[src/design/bcdlm_pkg.sv]
package bcdlm_pkg;

   // Block lengths and the four-cell debounce limit.
   localparam int DETECT_SAMPLES   = 21;
   localparam int MONITOR_SAMPLES  = 67;
   localparam int LOW_STREAK_LIMIT = 40;

   // Field and state widths.
   localparam int CODE_W    = 12;
   localparam int SCALE_W   = 16;
   localparam int PROTECT_W = 10;
   localparam int MV_W      = 16;
   localparam int SUM_W     = 22;
   localparam int COUNT_W   = 7;
   localparam int STREAK_W  = 6;
   localparam int PACK_W    = 2;
   localparam int PROD_W    = CODE_W + SCALE_W;

   localparam logic [MV_W-1:0]     MV_MAX     = '1;
   localparam logic [SUM_W-1:0]    SUM_MAX    = '1;
   localparam logic [STREAK_W-1:0] STREAK_MAX = '1;

   // Microvolts to millivolts: floor(p / 1000) as (p * MV_RECIP) >> MV_DIV_SHIFT.
   // The shift is the product width plus ten, which makes the result exact.
   localparam int MV_DIV_SHIFT = PROD_W + 10;
   localparam int MV_RECIP_W   = PROD_W + 1;
   localparam longint unsigned MV_RECIP_L =
      ((64'd1 << MV_DIV_SHIFT) + 64'd999) / 64'd1000;
   localparam logic [MV_RECIP_W-1:0] MV_RECIP = MV_RECIP_W'(MV_RECIP_L);
   localparam int MV_Q_W = PROD_W + MV_RECIP_W - MV_DIV_SHIFT;

   // Block average: floor(sum / N) as (sum * recip) >> AVG_DIV_SHIFT.
   // With the shift at SUM_W + COUNT_W the quotient is exact for any N up to 127.
   localparam int AVG_DIV_SHIFT = SUM_W + COUNT_W;
   localparam int AVG_RECIP_W   = AVG_DIV_SHIFT + 1;
   localparam longint unsigned DET_RECIP_L =
      ((64'd1 << AVG_DIV_SHIFT) + 64'(DETECT_SAMPLES) - 64'd1) / 64'(DETECT_SAMPLES);
   localparam longint unsigned MON_RECIP_L =
      ((64'd1 << AVG_DIV_SHIFT) + 64'(MONITOR_SAMPLES) - 64'd1) / 64'(MONITOR_SAMPLES);
   localparam logic [AVG_RECIP_W-1:0] DET_RECIP = AVG_RECIP_W'(DET_RECIP_L);
   localparam logic [AVG_RECIP_W-1:0] MON_RECIP = AVG_RECIP_W'(MON_RECIP_L);
   localparam int AVG_Q_W = SUM_W + AVG_RECIP_W - AVG_DIV_SHIFT;

   // Pack type codes.
   localparam logic [PACK_W-1:0] PACK_UNKNOWN = 2'd0;
   localparam logic [PACK_W-1:0] PACK_3S      = 2'd1;
   localparam logic [PACK_W-1:0] PACK_4S      = 2'd2;

   // Classification windows in millivolts, both ends exclusive.
   localparam logic [MV_W-1:0] PACK_3S_LO_MV = 16'd10100;
   localparam logic [MV_W-1:0] PACK_3S_HI_MV = 16'd13600;
   localparam logic [MV_W-1:0] PACK_4S_LO_MV = 16'd13800;
   localparam logic [MV_W-1:0] PACK_4S_HI_MV = 16'd17400;

   // Low-battery thresholds before the protect term, in millivolts.
   localparam logic [MV_W-1:0] THR_3S_BASE_MV = 16'd10500;
   localparam logic [MV_W-1:0] THR_4S_BASE_MV = 16'd14200;

   // floor(x / 5) for x below 2**13 as (x * DIV5_RECIP) >> DIV5_SHIFT.
   localparam int DIV5_X_W   = PROTECT_W + 3;
   localparam int DIV5_SHIFT = DIV5_X_W + 3;
   localparam logic [DIV5_X_W:0] DIV5_RECIP = 14'd13108;

   // Configuration registers.
   localparam int CSR_IDX_W  = 1;
   localparam int CSR_DATA_W = SCALE_W;
   localparam logic [CSR_IDX_W-1:0] CSR_SCALE_IDX   = 1'd0;
   localparam logic [CSR_IDX_W-1:0] CSR_PROTECT_IDX = 1'd1;
   localparam logic [SCALE_W-1:0]   SCALE_RESET     = 16'd9036;

   typedef struct packed {
      logic [SCALE_W-1:0] scale;
      logic [MV_W-1:0]    thr_3s_mv;
      logic [MV_W-1:0]    thr_4s_mv;
   } cfg_type;

   typedef struct packed {
      logic            is_block;
      logic            monitor;
      logic            done;
      logic [MV_W-1:0] avg;
   } blk_type;

endpackage

[src/design/bcdlm_accum.sv]
module bcdlm_accum (
   input  logic                       clock,
   input  logic                       reset,
   input  logic                       mv_valid,
   output logic                       mv_ready,
   input  logic                       mv_nonzero,
   input  logic [bcdlm_pkg::MV_W-1:0] mv_value,
   output logic                       blk_valid,
   input  logic                       blk_ready,
   output bcdlm_pkg::blk_type         blk
);

   logic                                  phase_ff, phase_in;
   logic [bcdlm_pkg::SUM_W-1:0]           sum_ff, sum_in;
   logic [bcdlm_pkg::COUNT_W-1:0]         count_ff, count_in;
   logic [bcdlm_pkg::SUM_W:0]             sum_wide;
   logic [bcdlm_pkg::SUM_W-1:0]           total;
   logic [bcdlm_pkg::COUNT_W-1:0]         count_next;
   logic [bcdlm_pkg::COUNT_W-1:0]         block_len;
   logic                                  is_block;

   logic                                  v4_ff, v5_ff, rdy4, rdy5, load4;
   logic [bcdlm_pkg::SUM_W-1:0]           total4_ff;
   logic                                  blk4_ff, mon4_ff, done4_ff;
   logic [bcdlm_pkg::AVG_RECIP_W-1:0]     recip;
   logic [bcdlm_pkg::SUM_W+bcdlm_pkg::AVG_RECIP_W-1:0] avg_prod;
   logic [bcdlm_pkg::AVG_Q_W-1:0]         avg_q;
   logic [bcdlm_pkg::MV_W-1:0]            avg5_in;
   bcdlm_pkg::blk_type                    blk5_ff;

   assign rdy5     = !v5_ff || blk_ready;
   assign rdy4     = !v4_ff || rdy5;
   assign mv_ready = rdy4;
   assign load4    = mv_valid && rdy4;

   always_comb begin
      sum_wide   = (bcdlm_pkg::SUM_W+1)'(sum_ff) + (bcdlm_pkg::SUM_W+1)'(mv_value);
      total      = sum_wide[bcdlm_pkg::SUM_W] ? bcdlm_pkg::SUM_MAX : sum_wide[bcdlm_pkg::SUM_W-1:0];
      count_next = count_ff + 1'b1;
      block_len  = phase_ff ? bcdlm_pkg::COUNT_W'(bcdlm_pkg::MONITOR_SAMPLES)
                            : bcdlm_pkg::COUNT_W'(bcdlm_pkg::DETECT_SAMPLES);
      is_block   = mv_nonzero && (count_next == block_len);
      sum_in     = sum_ff;
      count_in   = count_ff;
      phase_in   = phase_ff;
      if (mv_nonzero) begin
         if (is_block) begin
            sum_in   = '0;
            count_in = '0;
            phase_in = 1'b1;
         end else begin
            sum_in   = total;
            count_in = count_next;
         end
      end
   end

   always_ff @(posedge clock) begin
      if (reset) begin
         phase_ff <= 1'b0;
         sum_ff   <= '0;
         count_ff <= '0;
         v4_ff    <= 1'b0;
         v5_ff    <= 1'b0;
      end else begin
         if (load4) begin
            phase_ff <= phase_in;
            sum_ff   <= sum_in;
            count_ff <= count_in;
         end
         if (rdy4) v4_ff <= mv_valid;
         if (rdy5) v5_ff <= v4_ff;
      end
   end

   always_ff @(posedge clock) begin
      if (load4) begin
         total4_ff <= total;
         blk4_ff   <= is_block;
         mon4_ff   <= phase_ff;
         done4_ff  <= phase_in;
      end
      if (rdy5 && v4_ff) begin
         blk5_ff.is_block <= blk4_ff;
         blk5_ff.monitor  <= mon4_ff;
         blk5_ff.done     <= done4_ff;
         blk5_ff.avg      <= avg5_in;
      end
   end

   // The block total is divided by the block length that was in force for it.
   always_comb begin
      recip    = mon4_ff ? bcdlm_pkg::MON_RECIP : bcdlm_pkg::DET_RECIP;
      avg_prod = (bcdlm_pkg::SUM_W+bcdlm_pkg::AVG_RECIP_W)'(total4_ff) *
                 (bcdlm_pkg::SUM_W+bcdlm_pkg::AVG_RECIP_W)'(recip);
      avg_q    = avg_prod[bcdlm_pkg::SUM_W+bcdlm_pkg::AVG_RECIP_W-1:bcdlm_pkg::AVG_DIV_SHIFT];
      if (avg_q > bcdlm_pkg::AVG_Q_W'(bcdlm_pkg::MV_MAX)) begin
         avg5_in = bcdlm_pkg::MV_MAX;
      end else begin
         avg5_in = avg_q[bcdlm_pkg::MV_W-1:0];
      end
   end

   assign blk_valid = v5_ff;
   assign blk       = blk5_ff;

endmodule

[config.mk]
export PLATFORM = sky130hd
export DESIGN_NAME = bcdlm_accum
export DESIGN_NICKNAME = d
export VERILOG_FILES = /design/src/design/bcdlm_pkg.sv /design/src/design/bcdlm_accum.sv
export SDC_FILE = /design/constraint.sdc
export NUM_CORES = 1
export LEC_CHECK = 0
export ABC_AREA = 1
export BUFFER_PORTS_ARGS = -buffer_cell sky130_fd_sc_hd__buf_4
export CAP_MARGIN = 20
export CORE_ASPECT_RATIO = 0.8
export CORE_UTILIZATION = 55
export DETAILED_ROUTE_END_ITERATION = 7
export PLACE_DENSITY = 0.71
export SLEW_MARGIN = 20
export SYNTH_ARGS = -nofsm -noshare
export SYNTH_HDL_FRONTEND = slang
export SYNTH_SLANG_ARGS = --single-unit
[constraint.sdc]
create_clock -name clock -period 12.9 [get_ports clock]
set_clock_uncertainty 0.05 [all_clocks]
set_input_delay 1.29 -clock clock [delete_from_list [all_inputs] [get_ports clock]]
set_output_delay 1.29 -clock clock [all_outputs]
set_load 0.1 [all_outputs]
==> run metrics <==
outcome finished clean; Max-Cap Viols 0; DR WL/cell 17.54 µm; Via density 5.074; Cells after Synth 2409; WL final 50550 µm; Yosys reg bits 76; area grow syn2layout 5.809%; CTS tree yes; PostCTS Resize Cnt 0; Antenna diodes 0; Final nets 3010; gp weighted congestion 1.029; largest net degree at the start of global routing 62; number of buffers created by CTS 9; register area share after synthesis 10.70%; grt total ovfl 0; setup ws final 5.660 ns; most frequent cell after synthesis inv_1; initial antenna violation count 0; layout cells sized above 1 6.316%; post-synthesis cell type count 40; worst reg2reg path startpoint mon4_ff$_DFFE_PP_; Die Ht 165.3 µm; Mapped Area 18330 µm²; Final Hold Viols 0; clock tree buffer depth 2; vias in the first global route 14820; Worst Hold Launch blk4_ff$_DFFE_PP_; met3 Usage GRT 8.968%; GR Layer Usage met2 46.69%; slowest stage delay, CP 0.59 ns; Iteration-0 DRC Markers 1271; Critical Path AT 7.30 ns; critical path type reg -> reg; # H-tree levels 3; most numerous cell on the critical path fa_1; crit path max fanout 61; DP Worst Slack 5.779 ns; Initial Utilization 56.17%; I/O pins 42; Multi-input gate area 13430 µm²; post-route antenna net violation count 0; Final period util 56.12%; DRC viols 0; Yosys top cell area share 29.38%; Post-synth EDFFs 44; Top Usage Layer GRT met1; Post-synth ARST share 0%; first-pass GRT wire length 80810 µm; CP Data Required Time 12.96 ns; number of cell rows 59; total vias in the final route 14620; biggest area consumer among synthesized cells fa_1; top cells by area, synth fa_1 29%, ha_1 19%, inv_1 15%, nand2_1 12%, edfxtp_1 7.2%; clk sink count 76; synthesized area per cell 7.608 µm²; actual slew at the worst max-slew pin 0.6684 ns; TritonRoute pass-1 iters 6; Worst setup startpoint mon4_ff$_DFFE_PP_; min Tclk post-route 7.240 ns; synth cell count leaders 737 x inv_1, 605 x nand2_1, 271 x ha_1, 269 x fa_1, 123 x nor2_1; FMAX 138.1 MHz; Slew HR 55.28%; register area 1962 µm²; die width 206.1 µm; Critical Path Source Type flop; ys flop type edfxtp_1; CP Capture Type flop; hold_buf cts 0; Final Max Slew Viols 0; hpwl dp 45120 µm; # setup viols final 0; fill count 3076; GR Util All Layers 32.12%; min-delay worst type reg -> reg; Reg clk slew, reported paths 0.07 ns; CORE AREA 32630 µm²; Setup Buffers After CTS 0; setup TNS after final layout 0 ns; M1 GR Usage 47.43%; Reg2Reg Setup Slack 5.66 ns; RSZ-0062 raised after global routing no; clock root buffer clkbuf_16; die area 34060 µm²; CP max-delay cell fa_1; Synth Warn # 0; number of port buffers 41; Skew-Pair Late Insertion Delay 0.37 ns
[state kept, by name (all words and copies together) (netlist names)]
signal     cells
blk4_ff        1
done4_ff       1
mon4_ff        1
sum_ff        22
blk           19
v4_ff          1
count_ff       7
phase_ff       1
total4_ff     22
blk_valid      1
[routing by layer]
layer | vias up | routed length [µm]
met3 | 46 | 5068
met5 | - | 0
met1 | 6966 | 24020
li1 | 7123 | -
met4 | 0 | 782
met2 | 482 | 20680
[worst max-delay path, delay by kind of cell (launching register included)]
| family | cells | cell delay (ns) |
|---|---|---|
| adders and majority gates | 8 | 3.90 |
| and+or+nand+nor | 11 | 1.41 |
| buffers and inverters | 7 | 1.24 |
| DFF | 1 | 0.34 |
[cell type report]
type	instances	share of cell area (%)
Inverter	751	14.55
Sequential cell	76	10.12
Tap cell	427	2.755
Clock inverter	5	0.2258
Multi-Input combinational cell	1568	69.27
Timing Repair Buffer	43	1.665
Clock buffer	11	1.419
[stage by stage]
| step | std cells | hold slack [ns] | instance area (µm²) | utilization [%] |
|---|---|---|---|---|
| global route | 2881 | 0.3862 | 19390 | 59.43 |
| global placement | 2865 | 0.3532 | 19070 | 58.45 |
| detailed placement | 2865 | 0.3563 | 19070 | 58.45 |
| CTS | 2881 | 0.3786 | 19390 | 59.43 |
| finish | 2881 | 0.3683 | 19390 | 59.43 |
| floorplan | 2422 | 0.3503 | 18380 | - |
[final timing paths]
| check | end | cells past startpoint |
|---|---|---|
| hold / removal | blk[18]$_DFFE_PP_ | 0 |
| setup / recovery | blk[5]$_SDFFCE_PN1P_ | 26 |
| hold reg to reg | blk[18]$_DFFE_PP_ | 0 |
| setup reg to reg | blk[5]$_SDFFCE_PN1P_ | 26 |
[layout by cell type, fill, tap and decap left out, types with 12 or more instances in the layout]
master | netlist | routed
nand2_1 | 605 | 604
nor2_1 | 123 | 123
a21oi_1 | 51 | 50
dfxtp_1 | 32 | 32
conb_1 | 2 | 15
o21ai_0 | 20 | 20
nand3_1 | 74 | 74
nand3_2 | 13 | 13
nand4_1 | 20 | 20
buf_4 | 0 | 43
nand2_2 | 19 | 20
edfxtp_1 | 44 | 44
ha_1 | 271 | 271
nor2_2 | 12 | 12
inv_2 | 12 | 12
fa_1 | 269 | 269
inv_1 | 737 | 737
[kinds of logic (layout without fill, tap and decap cells)]
family | Yosys count | count (layout) | synth area share (%)
AO/OA/AOI/OAI | 86 | 86 | 2.622
XOR/XNOR | 13 | 13 | 0.6212
adder cells (fa/ha/maj) | 540 | 540 | 47.88
buffers and inverters | 778 | 810 | 16.30
flip-flops | 76 | 76 | 10.70
other | 2 | 15 | 0.04098
AND/OR/NAND/NOR | 914 | 914 | 21.83
Power is not shown: default switching activity piles up to over one toggle a cycle in this logic, so the estimate is an artifact.
