## src/design/bcdlm_pkg.sv

```systemverilog
package bcdlm_pkg;

   // Block lengths and the four-cell debounce limit.
   localparam int DETECT_SAMPLES   = 21;
   localparam int MONITOR_SAMPLES  = 67;
   localparam int LOW_STREAK_LIMIT = 40;

   // Field and state widths.
   localparam int CODE_W    = 12;
   localparam int SCALE_W   = 16;
   localparam int PROTECT_W = 10;
   localparam int MV_W      = 16;
   localparam int SUM_W     = 22;
   localparam int COUNT_W   = 7;
   localparam int STREAK_W  = 6;
   localparam int PACK_W    = 2;
   localparam int PROD_W    = CODE_W + SCALE_W;

   localparam logic [MV_W-1:0]     MV_MAX     = '1;
   localparam logic [SUM_W-1:0]    SUM_MAX    = '1;
   localparam logic [STREAK_W-1:0] STREAK_MAX = '1;

   // Microvolts to millivolts: floor(p / 1000) as (p * MV_RECIP) >> MV_DIV_SHIFT.
   // The shift is the product width plus ten, which makes the result exact.
   localparam int MV_DIV_SHIFT = PROD_W + 10;
   localparam int MV_RECIP_W   = PROD_W + 1;
   localparam longint unsigned MV_RECIP_L =
      ((64'd1 << MV_DIV_SHIFT) + 64'd999) / 64'd1000;
   localparam logic [MV_RECIP_W-1:0] MV_RECIP = MV_RECIP_W'(MV_RECIP_L);
   localparam int MV_Q_W = PROD_W + MV_RECIP_W - MV_DIV_SHIFT;

   // Block average: floor(sum / N) as (sum * recip) >> AVG_DIV_SHIFT.
   // With the shift at SUM_W + COUNT_W the quotient is exact for any N up to 127.
   localparam int AVG_DIV_SHIFT = SUM_W + COUNT_W;
   localparam int AVG_RECIP_W   = AVG_DIV_SHIFT + 1;
   localparam longint unsigned DET_RECIP_L =
      ((64'd1 << AVG_DIV_SHIFT) + 64'(DETECT_SAMPLES) - 64'd1) / 64'(DETECT_SAMPLES);
   localparam longint unsigned MON_RECIP_L =
      ((64'd1 << AVG_DIV_SHIFT) + 64'(MONITOR_SAMPLES) - 64'd1) / 64'(MONITOR_SAMPLES);
   localparam logic [AVG_RECIP_W-1:0] DET_RECIP = AVG_RECIP_W'(DET_RECIP_L);
   localparam logic [AVG_RECIP_W-1:0] MON_RECIP = AVG_RECIP_W'(MON_RECIP_L);
   localparam int AVG_Q_W = SUM_W + AVG_RECIP_W - AVG_DIV_SHIFT;

   // Pack type codes.
   localparam logic [PACK_W-1:0] PACK_UNKNOWN = 2'd0;
   localparam logic [PACK_W-1:0] PACK_3S      = 2'd1;
   localparam logic [PACK_W-1:0] PACK_4S      = 2'd2;

   // Classification windows in millivolts, both ends exclusive.
   localparam logic [MV_W-1:0] PACK_3S_LO_MV = 16'd10100;
   localparam logic [MV_W-1:0] PACK_3S_HI_MV = 16'd13600;
   localparam logic [MV_W-1:0] PACK_4S_LO_MV = 16'd13800;
   localparam logic [MV_W-1:0] PACK_4S_HI_MV = 16'd17400;

   // Low-battery thresholds before the protect term, in millivolts.
   localparam logic [MV_W-1:0] THR_3S_BASE_MV = 16'd10500;
   localparam logic [MV_W-1:0] THR_4S_BASE_MV = 16'd14200;

   // floor(x / 5) for x below 2**13 as (x * DIV5_RECIP) >> DIV5_SHIFT.
   localparam int DIV5_X_W   = PROTECT_W + 3;
   localparam int DIV5_SHIFT = DIV5_X_W + 3;
   localparam logic [DIV5_X_W:0] DIV5_RECIP = 14'd13108;

   // Configuration registers.
   localparam int CSR_IDX_W  = 1;
   localparam int CSR_DATA_W = SCALE_W;
   localparam logic [CSR_IDX_W-1:0] CSR_SCALE_IDX   = 1'd0;
   localparam logic [CSR_IDX_W-1:0] CSR_PROTECT_IDX = 1'd1;
   localparam logic [SCALE_W-1:0]   SCALE_RESET     = 16'd9036;

   typedef struct packed {
      logic [SCALE_W-1:0] scale;
      logic [MV_W-1:0]    thr_3s_mv;
      logic [MV_W-1:0]    thr_4s_mv;
   } cfg_type;

   typedef struct packed {
      logic            is_block;
      logic            monitor;
      logic            done;
      logic [MV_W-1:0] avg;
   } blk_type;

endpackage

```

## src/design/bcdlm_if.sv

```systemverilog
interface bcdlm_req_if;
   logic                           valid;
   logic                           ready;
   logic [bcdlm_pkg::CODE_W-1:0]   adc_code;

   modport source (output valid, output adc_code, input ready);
   modport sink (input valid, input adc_code, output ready);
endinterface


```

## src/design/bcdlm_scale.sv

```systemverilog
module bcdlm_scale (
   input  logic                          clock,
   input  logic                          reset,
   bcdlm_req_if.sink                     req_bus,
   input  logic [bcdlm_pkg::SCALE_W-1:0] scale,
   output logic                          mv_valid,
   input  logic                          mv_ready,
   output logic                          mv_nonzero,
   output logic [bcdlm_pkg::MV_W-1:0]    mv_value
);

   logic                                 v1_ff, v2_ff, v3_ff;
   logic                                 rdy1, rdy2, rdy3;
   logic [bcdlm_pkg::CODE_W-1:0]         code1_ff;
   logic [bcdlm_pkg::PROD_W-1:0]         prod2_ff, prod2_in;
   logic                                 nz2_ff, nz3_ff;
   logic [bcdlm_pkg::MV_W-1:0]           mv3_ff, mv3_in;
   logic [bcdlm_pkg::PROD_W+bcdlm_pkg::MV_RECIP_W-1:0] div_prod;
   logic [bcdlm_pkg::MV_Q_W-1:0]         div_q;

   // Each stage takes a word when it is empty or its word moves on.
   assign rdy3          = !v3_ff || mv_ready;
   assign rdy2          = !v2_ff || rdy3;
   assign rdy1          = !v1_ff || rdy2;
   assign req_bus.ready = rdy1;

   always_ff @(posedge clock) begin
      if (reset) begin
         v1_ff <= 1'b0;
         v2_ff <= 1'b0;
         v3_ff <= 1'b0;
      end else begin
         if (rdy1) v1_ff <= req_bus.valid;
         if (rdy2) v2_ff <= v1_ff;
         if (rdy3) v3_ff <= v2_ff;
      end
   end

   assign prod2_in = bcdlm_pkg::PROD_W'(code1_ff) * bcdlm_pkg::PROD_W'(scale);

   always_comb begin
      div_prod = (bcdlm_pkg::PROD_W+bcdlm_pkg::MV_RECIP_W)'(prod2_ff) *
                 (bcdlm_pkg::PROD_W+bcdlm_pkg::MV_RECIP_W)'(bcdlm_pkg::MV_RECIP);
      div_q    = div_prod[bcdlm_pkg::PROD_W+bcdlm_pkg::MV_RECIP_W-1:bcdlm_pkg::MV_DIV_SHIFT];
      if (div_q > bcdlm_pkg::MV_Q_W'(bcdlm_pkg::MV_MAX)) begin
         mv3_in = bcdlm_pkg::MV_MAX;
      end else begin
         mv3_in = div_q[bcdlm_pkg::MV_W-1:0];
      end
   end

   always_ff @(posedge clock) begin
      if (rdy1 && req_bus.valid) begin
         code1_ff <= req_bus.adc_code;
      end
      if (rdy2 && v1_ff) begin
         prod2_ff <= prod2_in;
         nz2_ff   <= (code1_ff != '0);
      end
      if (rdy3 && v2_ff) begin
         mv3_ff <= mv3_in;
         nz3_ff <= nz2_ff;
      end
   end

   assign mv_valid   = v3_ff;
   assign mv_nonzero = nz3_ff;
   assign mv_value   = mv3_ff;

endmodule

```

## src/flat_wrapper.sv

```systemverilog
// flat-port wrapper written by rule: the top's interface ports become plain ports
module bcdlm_scale_flat 
  (clock, reset, scale, mv_valid, mv_ready, mv_nonzero, mv_value, req_bus_valid, req_bus_adc_code, req_bus_ready);
  bcdlm_req_if req_bus_i ();
  input  logic clock;
  input  logic reset;
  input  logic [bcdlm_pkg::SCALE_W-1:0] scale;
  output logic mv_valid;
  input  logic mv_ready;
  output logic mv_nonzero;
  output logic [bcdlm_pkg::MV_W-1:0] mv_value;
  input wire logic [$bits(req_bus_i.valid)-1:0] req_bus_valid;
  input wire logic [$bits(req_bus_i.adc_code)-1:0] req_bus_adc_code;
  output wire logic [$bits(req_bus_i.ready)-1:0] req_bus_ready;
  assign req_bus_i.valid = req_bus_valid;
  assign req_bus_i.adc_code = req_bus_adc_code;
  assign req_bus_ready = req_bus_i.ready;
  bcdlm_scale u_core (.clock(clock), .reset(reset), .req_bus(req_bus_i), .scale(scale), .mv_valid(mv_valid), .mv_ready(mv_ready), .mv_nonzero(mv_nonzero), .mv_value(mv_value));
endmodule
```

## config.mk

```make
export PLATFORM = sky130hd
export DESIGN_NAME = bcdlm_scale_flat
export DESIGN_NICKNAME = d
export VERILOG_FILES = /design/src/design/bcdlm_pkg.sv /design/src/design/bcdlm_if.sv /design/src/design/bcdlm_scale.sv /design/src/flat_wrapper.sv
export SDC_FILE = /design/constraint.sdc
export NUM_CORES = 1
export LEC_CHECK = 0
export BUFFER_PORTS_ARGS = -buffer_cell sky130_fd_sc_hd__buf_2
export CORE_ASPECT_RATIO = 0.8
export CORE_MARGIN = 2
export CORE_UTILIZATION = 70
export CTS_BUF_LIST = sky130_fd_sc_hd__clkbuf_4 sky130_fd_sc_hd__clkbuf_8
export CTS_CLUSTER_SIZE = 10
export DETAILED_ROUTE_END_ITERATION = 8
export PLACE_DENSITY = 0.93
export SLEW_MARGIN = 40
export SYNTH_ARGS = -nofsm -noshare
export SYNTH_HDL_FRONTEND = slang
export SYNTH_SLANG_ARGS = --single-unit
export TNS_END_PERCENT = 30
```

## constraint.sdc

```tcl
create_clock -name clock -period 10.7 [get_ports clock]
set_clock_uncertainty 0.2 [all_clocks]
set_input_delay 3.21 -clock clock [delete_from_list [all_inputs] [get_ports clock]]
set_output_delay 3.21 -clock clock [all_outputs]
set_load 0.1 [all_outputs]
```

==> summary.txt <==
Synth
  • Post-synth EDFFs: 58
  • Cells after Synth: 2043
  • Main synth FF type: edfxtp_1
  • Synth Cell Area: 0.0199 mm^2
  • Ys async rst share: 0
  • Yosys cell types: 55
  • FF+latch count, synth: 61
  • Sequential-to-total area share from yosys stat: 0.0907
  • Post-Syn Area per Cell: 9.72 um^2
  • Synthesized Nets: 2837
  • Synth warn: 0

Clocking
  • CTS tree: yes
  • Worst-Skew Late Latency: 0.37 ns
  • Total CTS buffers: 9
  • Setup bufs post-CTS: 0
  • Htree depth: 3
  • Sink Count: 61
  • Clock-pin slew on the worst setup and hold paths: 0.08 ns
  • CTS root buffer: clkbuf_8
  • CTS Buffer Depth: 2
  • Resize count post-CTS: 0
  • Post-cts hold buffer count: 0

Final layout
  • Layout cell share with drive strength beyond 1: 0.0396
  • Most frequent cells in the layout: inv_1, fa_1, ha_1, nand2_1, a21oi_1
  • # nets final: 2862
  • # fillers: 1825
  • Most common cell after layout, fill and taps aside: inv_1
  • Ant. Diodes: 0
  • Syn-to-layout area delta: 3.78%
  • Multi-input logic area: 0.0156 mm^2
  • Reg area: 0.00180 mm^2
  • Final instance area: 0.0206 mm^2

Drt
  • DRT iter0 DRCs: 1091
  • Per-cell routed wire length: 20.0 um
  • Antenna-violating nets left: 0
  • 1st-pass router iterations: 7
  • Drt total wl: 48800 um
  • Vias per cell: 5.83
  • # DRC: 1
  • Vias: 14200

Setup path
  • R2R depth: 23
  • CP max FO: 12
  • Worst R2R Start: u_core.prod2_ff[8]
  • R2r endpoint: u_core.mv_value[15]
  • Worst endpoint data arrival time: 8.29 ns
  • CP Class: input pin to flip-flop
  • CP required: 10.63 ns
  • Reg-to-reg slack, setup: 2.53 ns
  • CP endpoint kind: flip-flop
  • Crit path launch type: input pin

Job
  • Max Cap Violations: 0

STA
  • Post-layout min period: 8.36 ns
  • Finish-stage setup viols: 0
  • RSZ-0062 raised after global routing: false
  • Fmax: 120 MHz
  • Final Cycle Share: 0.781
  • Worst-Margin Slew: 0.766 ns
  • Final hold violation count: 0
  • Max Slew Vio Count: 0
  • Setup TNS: 0 ns
  • Rel. slew slack: 0.489

Floorplanning
  • Die Y: 155 um
  • Core box area: 0.0281 mm^2
  • Die ar.: 0.0297 mm^2
  • Starting Density: 0.707
  • # rows: 55
  • Die width: 192 um
  • Boundary Pins: 51

GRT
  • First-pass GRT wire length: 79600 um
  • Grt ovf: 0
  • Maximum number of pins on one net before global-route repair: 30
  • Initial antenna violation count: 0
  • Total Routing Usage GR: 0.350
  • Number of global-route vias before repair: 15500

Worst hold path
  • WHS Endpoint: u_core.mv_nonzero
  • Worst hold start: u_core.nz2_ff
  • WHS Path Cells: 0
  • Classification of the worst-slack hold path: flip-flop to flip-flop

Status
  • Failing checks: DRC
  • Status: finished, violations left

Placement
  • I/O Buffers: 50
  • Dpl hpwl: 41700 um
  • Area post-placement: 0.0204 mm^2
  • RD Place Congestion: 1.01
## per-layer routing
layer | vias up | GRT usage | wire [um]
met2 | 762 | 0.568 | 23100
met3 | 131 | 0.0953 | 4980
met1 | 7040 | 0.466 | 19300
li1 | 6313 | - | -
met5 | - | 0 | 0
met4 | 0 | 0.0996 | 1440
## state kept, by name (all words and copies together) (netlist names)
register	flops
u_core.mv_valid	1
u_core.v2_ff	1
u_core.mv_nonzero	1
u_core.nz2_ff	1
u_core.v1_ff	1
u_core.code1_ff	12
u_core.mv_value	16
u_core.prod2_ff	28
## per-stage QoR
stage	setup WS, ns	utilization	hold slack (ns)	cells
floorplan	2.42	-	0.200	2043
global placement	2.16	0.728	0.208	2426
CTS	2.39	0.734	0.225	2442
global route	2.08	0.734	0.230	2443
detailed placement	1.99	0.728	0.206	2426
finish	2.34	0.734	0.230	2443
## cells in the mapped netlist, drive strengths merged (13+ instances only)
cell type  instances  area (um^2)
nand4             13         81.3
edfxtp            58         1740
inv              603         2260
xor2              15          131
nor2              27          101
a21o              24          180
o21ai             32          160
a21oi             61          305
and2              58          363
nand2            195          734
xnor2             23          201
clkbuf            39          146
fa               387         7750
ha               375         4690
## cells by family (layout without fill, tap and decap cells)
group                    after synthesis  after routing  synth area share
AND/OR/NAND/NOR                      354            354            0.0831
adder cells (fa/ha/maj)              762            762             0.626
XOR/XNOR                              38             38            0.0168
buffers and inverters                643            673             0.122
AO/OA/AOI/OAI                        182            182            0.0596
flip-flops                            61             61            0.0907
multiplexers                           3              3           0.00158
## worst max path at each step
stage | from | end | cells past startpoint
final | scale[5] | u_core.prod2_ff[26] | 17
after detailed placement | scale[5] | u_core.prod2_ff[26] | 17
after global placement | scale[3] | u_core.prod2_ff[26] | 20
after global routing | scale[5] | u_core.prod2_ff[26] | 17
after floorplan | scale[8] | u_core.prod2_ff[26] | 20
after CTS | scale[8] | u_core.prod2_ff[26] | 20
## worst max-delay path, stage by stage
cell	delay [ns]
buf_2	0.21
nand2_1	0.12
fa_1	0.58
inv_1	0.05
fa_1	0.45
ha_1	0.29
fa_1	0.50
fa_1	0.42
ha_1	0.35
a21o_1	0.20
o31ai_1	0.50
a21oi_1	0.19
o41ai_1	0.55
a31oi_1	0.19
a21o_1	0.22
a21oi_1	0.17
xnor2_1	0.08
## area by class of cell
cell class              instances  area share
inverters                     603       0.110
flip-flops and latches         61      0.0874
repair buffers                 54      0.0136
well taps                     370      0.0225
multi-input cells            1339       0.759
clock buffers                  10     0.00637
clock inverters                 6     0.00146
Power is not shown: default switching activity piles up to over one toggle a cycle in this logic, so the estimate is an artifact.
