## config.mk

```make
export PLATFORM = sky130hd
export DESIGN_NAME = bcdlm_csr_flat
export DESIGN_NICKNAME = d
export VERILOG_FILES = /design/src/design/bcdlm_pkg.sv /design/src/design/bcdlm_if.sv /design/src/design/bcdlm_csr.sv /design/src/flat_wrapper.sv
export SDC_FILE = /design/constraint.sdc
export NUM_CORES = 1
export LEC_CHECK = 0
export BUFFER_PORTS_ARGS = -buffer_cell sky130_fd_sc_hd__buf_2
export CORE_MARGIN = 2
export CORE_UTILIZATION = 58
export CTS_CLUSTER_SIZE = 28
export DETAILED_ROUTE_END_ITERATION = 10
export HOLD_SLACK_MARGIN = 0.1
export PLACE_DENSITY_LB_ADDON = 0.2
export SLEW_MARGIN = 5
export SYNTH_ARGS = -nofsm -noshare
export SYNTH_HDL_FRONTEND = slang
export SYNTH_SLANG_ARGS = --single-unit
```

## constraint.sdc

```tcl
create_clock -name clock -period 7.27 [get_ports clock]
set_input_delay 0.3635 -clock clock [delete_from_list [all_inputs] [get_ports clock]]
set_output_delay 0.3635 -clock clock [all_outputs]
set_load 0.05 [all_outputs]
```

## src/design/bcdlm_pkg.sv

```systemverilog
package bcdlm_pkg;

   // Block lengths and the four-cell debounce limit.
   localparam int DETECT_SAMPLES   = 21;
   localparam int MONITOR_SAMPLES  = 67;
   localparam int LOW_STREAK_LIMIT = 40;

   // Field and state widths.
   localparam int CODE_W    = 12;
   localparam int SCALE_W   = 16;
   localparam int PROTECT_W = 10;
   localparam int MV_W      = 16;
   localparam int SUM_W     = 22;
   localparam int COUNT_W   = 7;
   localparam int STREAK_W  = 6;
   localparam int PACK_W    = 2;
   localparam int PROD_W    = CODE_W + SCALE_W;

   localparam logic [MV_W-1:0]     MV_MAX     = '1;
   localparam logic [SUM_W-1:0]    SUM_MAX    = '1;
   localparam logic [STREAK_W-1:0] STREAK_MAX = '1;

   // Microvolts to millivolts: floor(p / 1000) as (p * MV_RECIP) >> MV_DIV_SHIFT.
   // The shift is the product width plus ten, which makes the result exact.
   localparam int MV_DIV_SHIFT = PROD_W + 10;
   localparam int MV_RECIP_W   = PROD_W + 1;
   localparam longint unsigned MV_RECIP_L =
      ((64'd1 << MV_DIV_SHIFT) + 64'd999) / 64'd1000;
   localparam logic [MV_RECIP_W-1:0] MV_RECIP = MV_RECIP_W'(MV_RECIP_L);
   localparam int MV_Q_W = PROD_W + MV_RECIP_W - MV_DIV_SHIFT;

   // Block average: floor(sum / N) as (sum * recip) >> AVG_DIV_SHIFT.
   // With the shift at SUM_W + COUNT_W the quotient is exact for any N up to 127.
   localparam int AVG_DIV_SHIFT = SUM_W + COUNT_W;
   localparam int AVG_RECIP_W   = AVG_DIV_SHIFT + 1;
   localparam longint unsigned DET_RECIP_L =
      ((64'd1 << AVG_DIV_SHIFT) + 64'(DETECT_SAMPLES) - 64'd1) / 64'(DETECT_SAMPLES);
   localparam longint unsigned MON_RECIP_L =
      ((64'd1 << AVG_DIV_SHIFT) + 64'(MONITOR_SAMPLES) - 64'd1) / 64'(MONITOR_SAMPLES);
   localparam logic [AVG_RECIP_W-1:0] DET_RECIP = AVG_RECIP_W'(DET_RECIP_L);
   localparam logic [AVG_RECIP_W-1:0] MON_RECIP = AVG_RECIP_W'(MON_RECIP_L);
   localparam int AVG_Q_W = SUM_W + AVG_RECIP_W - AVG_DIV_SHIFT;

   // Pack type codes.
   localparam logic [PACK_W-1:0] PACK_UNKNOWN = 2'd0;
   localparam logic [PACK_W-1:0] PACK_3S      = 2'd1;
   localparam logic [PACK_W-1:0] PACK_4S      = 2'd2;

   // Classification windows in millivolts, both ends exclusive.
   localparam logic [MV_W-1:0] PACK_3S_LO_MV = 16'd10100;
   localparam logic [MV_W-1:0] PACK_3S_HI_MV = 16'd13600;
   localparam logic [MV_W-1:0] PACK_4S_LO_MV = 16'd13800;
   localparam logic [MV_W-1:0] PACK_4S_HI_MV = 16'd17400;

   // Low-battery thresholds before the protect term, in millivolts.
   localparam logic [MV_W-1:0] THR_3S_BASE_MV = 16'd10500;
   localparam logic [MV_W-1:0] THR_4S_BASE_MV = 16'd14200;

   // floor(x / 5) for x below 2**13 as (x * DIV5_RECIP) >> DIV5_SHIFT.
   localparam int DIV5_X_W   = PROTECT_W + 3;
   localparam int DIV5_SHIFT = DIV5_X_W + 3;
   localparam logic [DIV5_X_W:0] DIV5_RECIP = 14'd13108;

   // Configuration registers.
   localparam int CSR_IDX_W  = 1;
   localparam int CSR_DATA_W = SCALE_W;
   localparam logic [CSR_IDX_W-1:0] CSR_SCALE_IDX   = 1'd0;
   localparam logic [CSR_IDX_W-1:0] CSR_PROTECT_IDX = 1'd1;
   localparam logic [SCALE_W-1:0]   SCALE_RESET     = 16'd9036;

   typedef struct packed {
      logic [SCALE_W-1:0] scale;
      logic [MV_W-1:0]    thr_3s_mv;
      logic [MV_W-1:0]    thr_4s_mv;
   } cfg_type;

   typedef struct packed {
      logic            is_block;
      logic            monitor;
      logic            done;
      logic [MV_W-1:0] avg;
   } blk_type;

endpackage

```

## src/design/bcdlm_if.sv

```systemverilog


interface bcdlm_csr_if;
   logic                              valid;
   logic                              ready;
   logic [bcdlm_pkg::CSR_IDX_W-1:0]   index;
   logic [bcdlm_pkg::CSR_DATA_W-1:0]  data;

   modport source (output valid, output index, output data, input ready);
   modport sink (input valid, input index, input data, output ready);
endinterface

```

## src/design/bcdlm_csr.sv

```systemverilog
module bcdlm_csr (
   input  logic               clock,
   input  logic               reset,
   bcdlm_csr_if.sink          csr_bus,
   output bcdlm_pkg::cfg_type cfg
);

   logic [bcdlm_pkg::SCALE_W-1:0]   scale_ff;
   logic [bcdlm_pkg::PROTECT_W-1:0] protect_ff;
   logic [bcdlm_pkg::MV_W-1:0]      thr_3s_ff, thr_3s_in;
   logic [bcdlm_pkg::MV_W-1:0]      thr_4s_ff, thr_4s_in;
   logic [bcdlm_pkg::PROTECT_W+1:0] half_num;
   logic [bcdlm_pkg::DIV5_X_W-1:0]  fifth_num;
   logic [bcdlm_pkg::DIV5_X_W+bcdlm_pkg::DIV5_X_W:0] fifth_prod;

   assign csr_bus.ready = 1'b1;

   always_ff @(posedge clock) begin
      if (reset) begin
         scale_ff   <= bcdlm_pkg::SCALE_RESET;
         protect_ff <= '0;
      end else if (csr_bus.valid) begin
         case (csr_bus.index)
            bcdlm_pkg::CSR_SCALE_IDX: scale_ff <= csr_bus.data;
            bcdlm_pkg::CSR_PROTECT_IDX: protect_ff <= csr_bus.data[bcdlm_pkg::PROTECT_W-1:0];
            default: ;
         endcase
      end
   end

   // The thresholds are ceil(base + 1.5 * p) and ceil(base + 1.6 * p) in
   // millivolts, so an integer average compares against them exactly.
   always_comb begin
      half_num   = (bcdlm_pkg::PROTECT_W+2)'(protect_ff) *
                   (bcdlm_pkg::PROTECT_W+2)'(3) + 1'b1;
      fifth_num  = {protect_ff, 3'b100};
      fifth_prod = (2*bcdlm_pkg::DIV5_X_W+1)'(fifth_num) *
                   (2*bcdlm_pkg::DIV5_X_W+1)'(bcdlm_pkg::DIV5_RECIP);
      thr_3s_in  = bcdlm_pkg::THR_3S_BASE_MV + bcdlm_pkg::MV_W'(half_num[bcdlm_pkg::PROTECT_W+1:1]);
      thr_4s_in  = bcdlm_pkg::THR_4S_BASE_MV +
                   bcdlm_pkg::MV_W'(fifth_prod[2*bcdlm_pkg::DIV5_X_W:bcdlm_pkg::DIV5_SHIFT]);
   end

   always_ff @(posedge clock) begin
      if (reset) begin
         thr_3s_ff <= bcdlm_pkg::THR_3S_BASE_MV;
         thr_4s_ff <= bcdlm_pkg::THR_4S_BASE_MV;
      end else begin
         thr_3s_ff <= thr_3s_in;
         thr_4s_ff <= thr_4s_in;
      end
   end

   assign cfg.scale     = scale_ff;
   assign cfg.thr_3s_mv = thr_3s_ff;
   assign cfg.thr_4s_mv = thr_4s_ff;

endmodule

```

## src/flat_wrapper.sv

```systemverilog
// flat-port wrapper written by rule: the top's interface ports become plain ports
module bcdlm_csr_flat 
  (clock, reset, cfg, csr_bus_valid, csr_bus_index, csr_bus_data, csr_bus_ready);
  bcdlm_csr_if csr_bus_i ();
  input  logic clock;
  input  logic reset;
  output bcdlm_pkg::cfg_type cfg;
  input wire logic [$bits(csr_bus_i.valid)-1:0] csr_bus_valid;
  input wire logic [$bits(csr_bus_i.index)-1:0] csr_bus_index;
  input wire logic [$bits(csr_bus_i.data)-1:0] csr_bus_data;
  output wire logic [$bits(csr_bus_i.ready)-1:0] csr_bus_ready;
  assign csr_bus_i.valid = csr_bus_valid;
  assign csr_bus_i.index = csr_bus_index;
  assign csr_bus_i.data = csr_bus_data;
  assign csr_bus_ready = csr_bus_i.ready;
  bcdlm_csr u_core (.clock(clock), .reset(reset), .csr_bus(csr_bus_i), .cfg(cfg));
endmodule
```

==> flow_summary_export.csv <==
group,metric,value,unit
setup_path,cp-start-kind,"register",
global_route,grt_pass1_wl,15600,µm
synth,ys_top_cells_by_count,"inv_1 (75), nand2_1 (74), ha_1 (70), dfxtp_1 (51), a21oi_1 (35)",
floorplanning,dieWidth,91.5,µm
run_status,run_status,"finished, final reports clean",
synth,yosysMostFrequentCell,"inv_1",
route,drtIter0Drc,148,
global_route,grt_pass1_vias,3553,
synth,synth_top_area_share,23.0,%
clock_tree,cts.sinks,51,
floorplanning,die_h,91.5,µm
clock_tree,cts_resized,0,
clock_tree,cts_tree,"yes",
route,wl_per_cell,13.6,µm
timing,finalCritPeriodShare,79.1,%
place,dp_cells,658,
power_and_ir_drop,power,0.937,mW
setup_path,r2r-start,"u_core.protect_ff[8]",
power_and_ir_drop,powerDensity,192,nW/µm²
synth,synth_top_cell_by_area,"dfxtp_1",
floorplanning,core,7330,µm²
route,vias,3533,
power_and_ir_drop,ir_drop,0.0000955,V
place,gp_congestion,0.894,
cells_and_area,regArea,1020,µm²
clock_tree,post-cts-setup-buffers,0,
cells_and_area,final_layout_size_suffix_gt1_share,14.3,%
worst_hold_path,min_from,"csr_bus_data[13]",
timing,whs,250,ps
clock_tree,ctsHoldBuffers,0,
floorplanning,initial_utilization,60.5,%
clock_tree,cts-htree-levels,2,
global_route,grt_overflow_total,0,
route,ant_nets,0,
floorplanning,die_area,8370,µm²
timing,hold_viol_final,0,
cells_and_area,multi_input_area,3060,µm²
synth,synth-async-reset-ratio,0,%
power_and_ir_drop,p_leak,2.45,nW
timing,tns,0,ps
global_route,grt_usage,22.5,%
clock_tree,clock_insertion_delay_worst_skew,320,ps
cells_and_area,diodes,0,
synth,postSynthAreaPerCell,8.68,µm²
setup_path,rr_endpoint,"u_core.thr_4s_ff[9]",
timing,setup_viol,0,
synth,synth-seq-cells,51,
timing,finClkSkew,8.38,ps
global_route,antenna_found_initial,0,
synth,synth.distinct_cells,55,
cells_and_area,nNetsFinal,688,
timing,tightest_slew,1110,ps
worst_hold_path,holdPathStages,3,
clock_tree,clock_path_buffers,2,
worst_hold_path,hold-path-endpoint,"u_core.scale_ff[13]",
route,totalWireLength,9080,µm
clock_tree,root_buffer,"clkbuf_8",
timing,slew_headroom,25.7,%
route,via_per_inst,5.30,
setup_path,crit_start,"u_core.protect_ff[8]",
worst_hold_path,hp-class,"input pin to register",
timing,rsz0062_at_grt,"false",
cells_and_area,instances_no_fill,666,
synth,syn_area,4440,µm²
run,cap_viol_max_count,0,
setup_path,ff2ff_setup_slack,1520,ps
cells_and_area,fin_util,66.6,%
route,drt_pre_antenna_iters,4,
global_route,grt_max_degree,38,
timing,slew_viol_final,0,
setup_path,cp_max_fo,7,
synth,ys_warn_count,0,
cells_and_area,nFillCells,653,
floorplanning,io_pins,69,
place,portBuffers,60,
setup_path,worstPathRequired,7480,ps
setup_path,cp-end-kind,"register",
route,drc,0,
synth,yosysSeqAreaShare,23.0,%
setup_path,worstSetupPathType,"register to register",
synth,yosys-top-cells-area,"dfxtp_1 (23%), ha_1 (20%), fa_1 (14%), inv_1 (6.3%), nand2_1 (6.3%)",
floorplanning,num_rows,31,
setup_path,worst_ep_arrival_time,5950,ps
timing,max_freq,0.174,GHz
synth,syn-instance-count,511,
clock_tree,clk_pin_slew,110,ps
setup_path,r2r_cells,17,
synth,ys.flop_type,"dfxtp_1",
timing,finalCriticalPeriod,5750,ps
cells_and_area,area_delta_synth_final,10.0,%
place,hpwl,7380,µm
synth,synth-edff-count,0,
clock_tree,cts_buffers,5,
-- flip-flops by register name (all words and copies together) (netlist names) --
signal	cells
u_core.thr_4s_ff	12
u_core.scale_ff	16
u_core.protect_ff	10
u_core.thr_3s_ff	13
-- how the worst max path moves through the flow --
stage,to,slack [ps],cells after the start
2_1_floorplan,u_core.thr_4s_ff[9],2020,17
3_3_place_gp,u_core.thr_4s_ff[9],1740,17
3_5_place_dp,u_core.thr_4s_ff[9],1530,17
4_1_cts,u_core.thr_4s_ff[9],1520,17
5_1_grt,u_core.thr_4s_ff[9],1160,17
6_report,u_core.thr_4s_ff[9],1520,17
-- stage by stage --
step / instance area, µm² / worst slack [ps]
final: 4880 / 1520
after global routing: 4880 / 1160
after CTS: 4880 / 1520
after detailed placement: 4790 / 1530
after global placement: 4790 / 1740
after floorplan: 4460 / 2020
-- cell families (layout without fill, tap and decap cells) --
group / Yosys count / count (layout) / synth area share [%]
AO/OA/AOI/OAI: 84 / 84 / 13.1
XOR/XNOR: 24 / 24 / 5.05
buffers and inverters: 93 / 143 / 8.54
other: 2 / 8 / 0.169
flip-flops: 51 / 51 / 23.0
AND/OR/NAND/NOR: 154 / 154 / 15.7
adder cells (fa/ha/maj): 102 / 102 / 34.2
multiplexers: 1 / 1 / 0.226
-- worst max-delay path, stage by stage (launching register included) --
cell and delay (ps):
dfxtp_1 550, inv_1 120, ha_1 420, fa_1 630
fa_1 470, fa_1 520, fa_1 550, inv_1 50
ha_1 320, nand2_1 110, o21ai_0 390, nor2_1 120
o31ai_2 250, xnor2_1 210, ha_1 260, a31oi_1 130
o21a_1 190, or3_1 340
-- layout by cell type, fill, tap and decap left out, drive strengths merged, types with 8 or more instances in the layout --
master   n
a21oi   36
xnor2   16
nor3    10
fa      32
dfxtp   51
nand2   74
ha      70
inv     77
o21ai    8
nand3   16
conb     8
buf     60
nor2    26
-- area by class of cell --
type	instances	share of cell area [%]
multi-input cells	373	62.7
clock buffers	5	1.41
flip-flops and latches	51	20.9
repair buffers	60	6.15
well taps	99	2.54
inverters	75	5.77
clock inverters	3	0.538
-- power by group --
part / internal [mW] / switching, mW
combinational: 0.143 / 0.291
clock: 0.0712 / 0.111
sequential: 0.309 / 0.0124
-- routing by layer --
layer  routed length, µm  global-route usage, %  up-vias
met2                4450                   40.0       82
met4                 140                   5.30        0
met1                4150                   29.0     1639
li1                    -                      -     1799
met3                 350                   3.07       13
met5                   0                      0        -
Power figures use the tool's default switching activity.
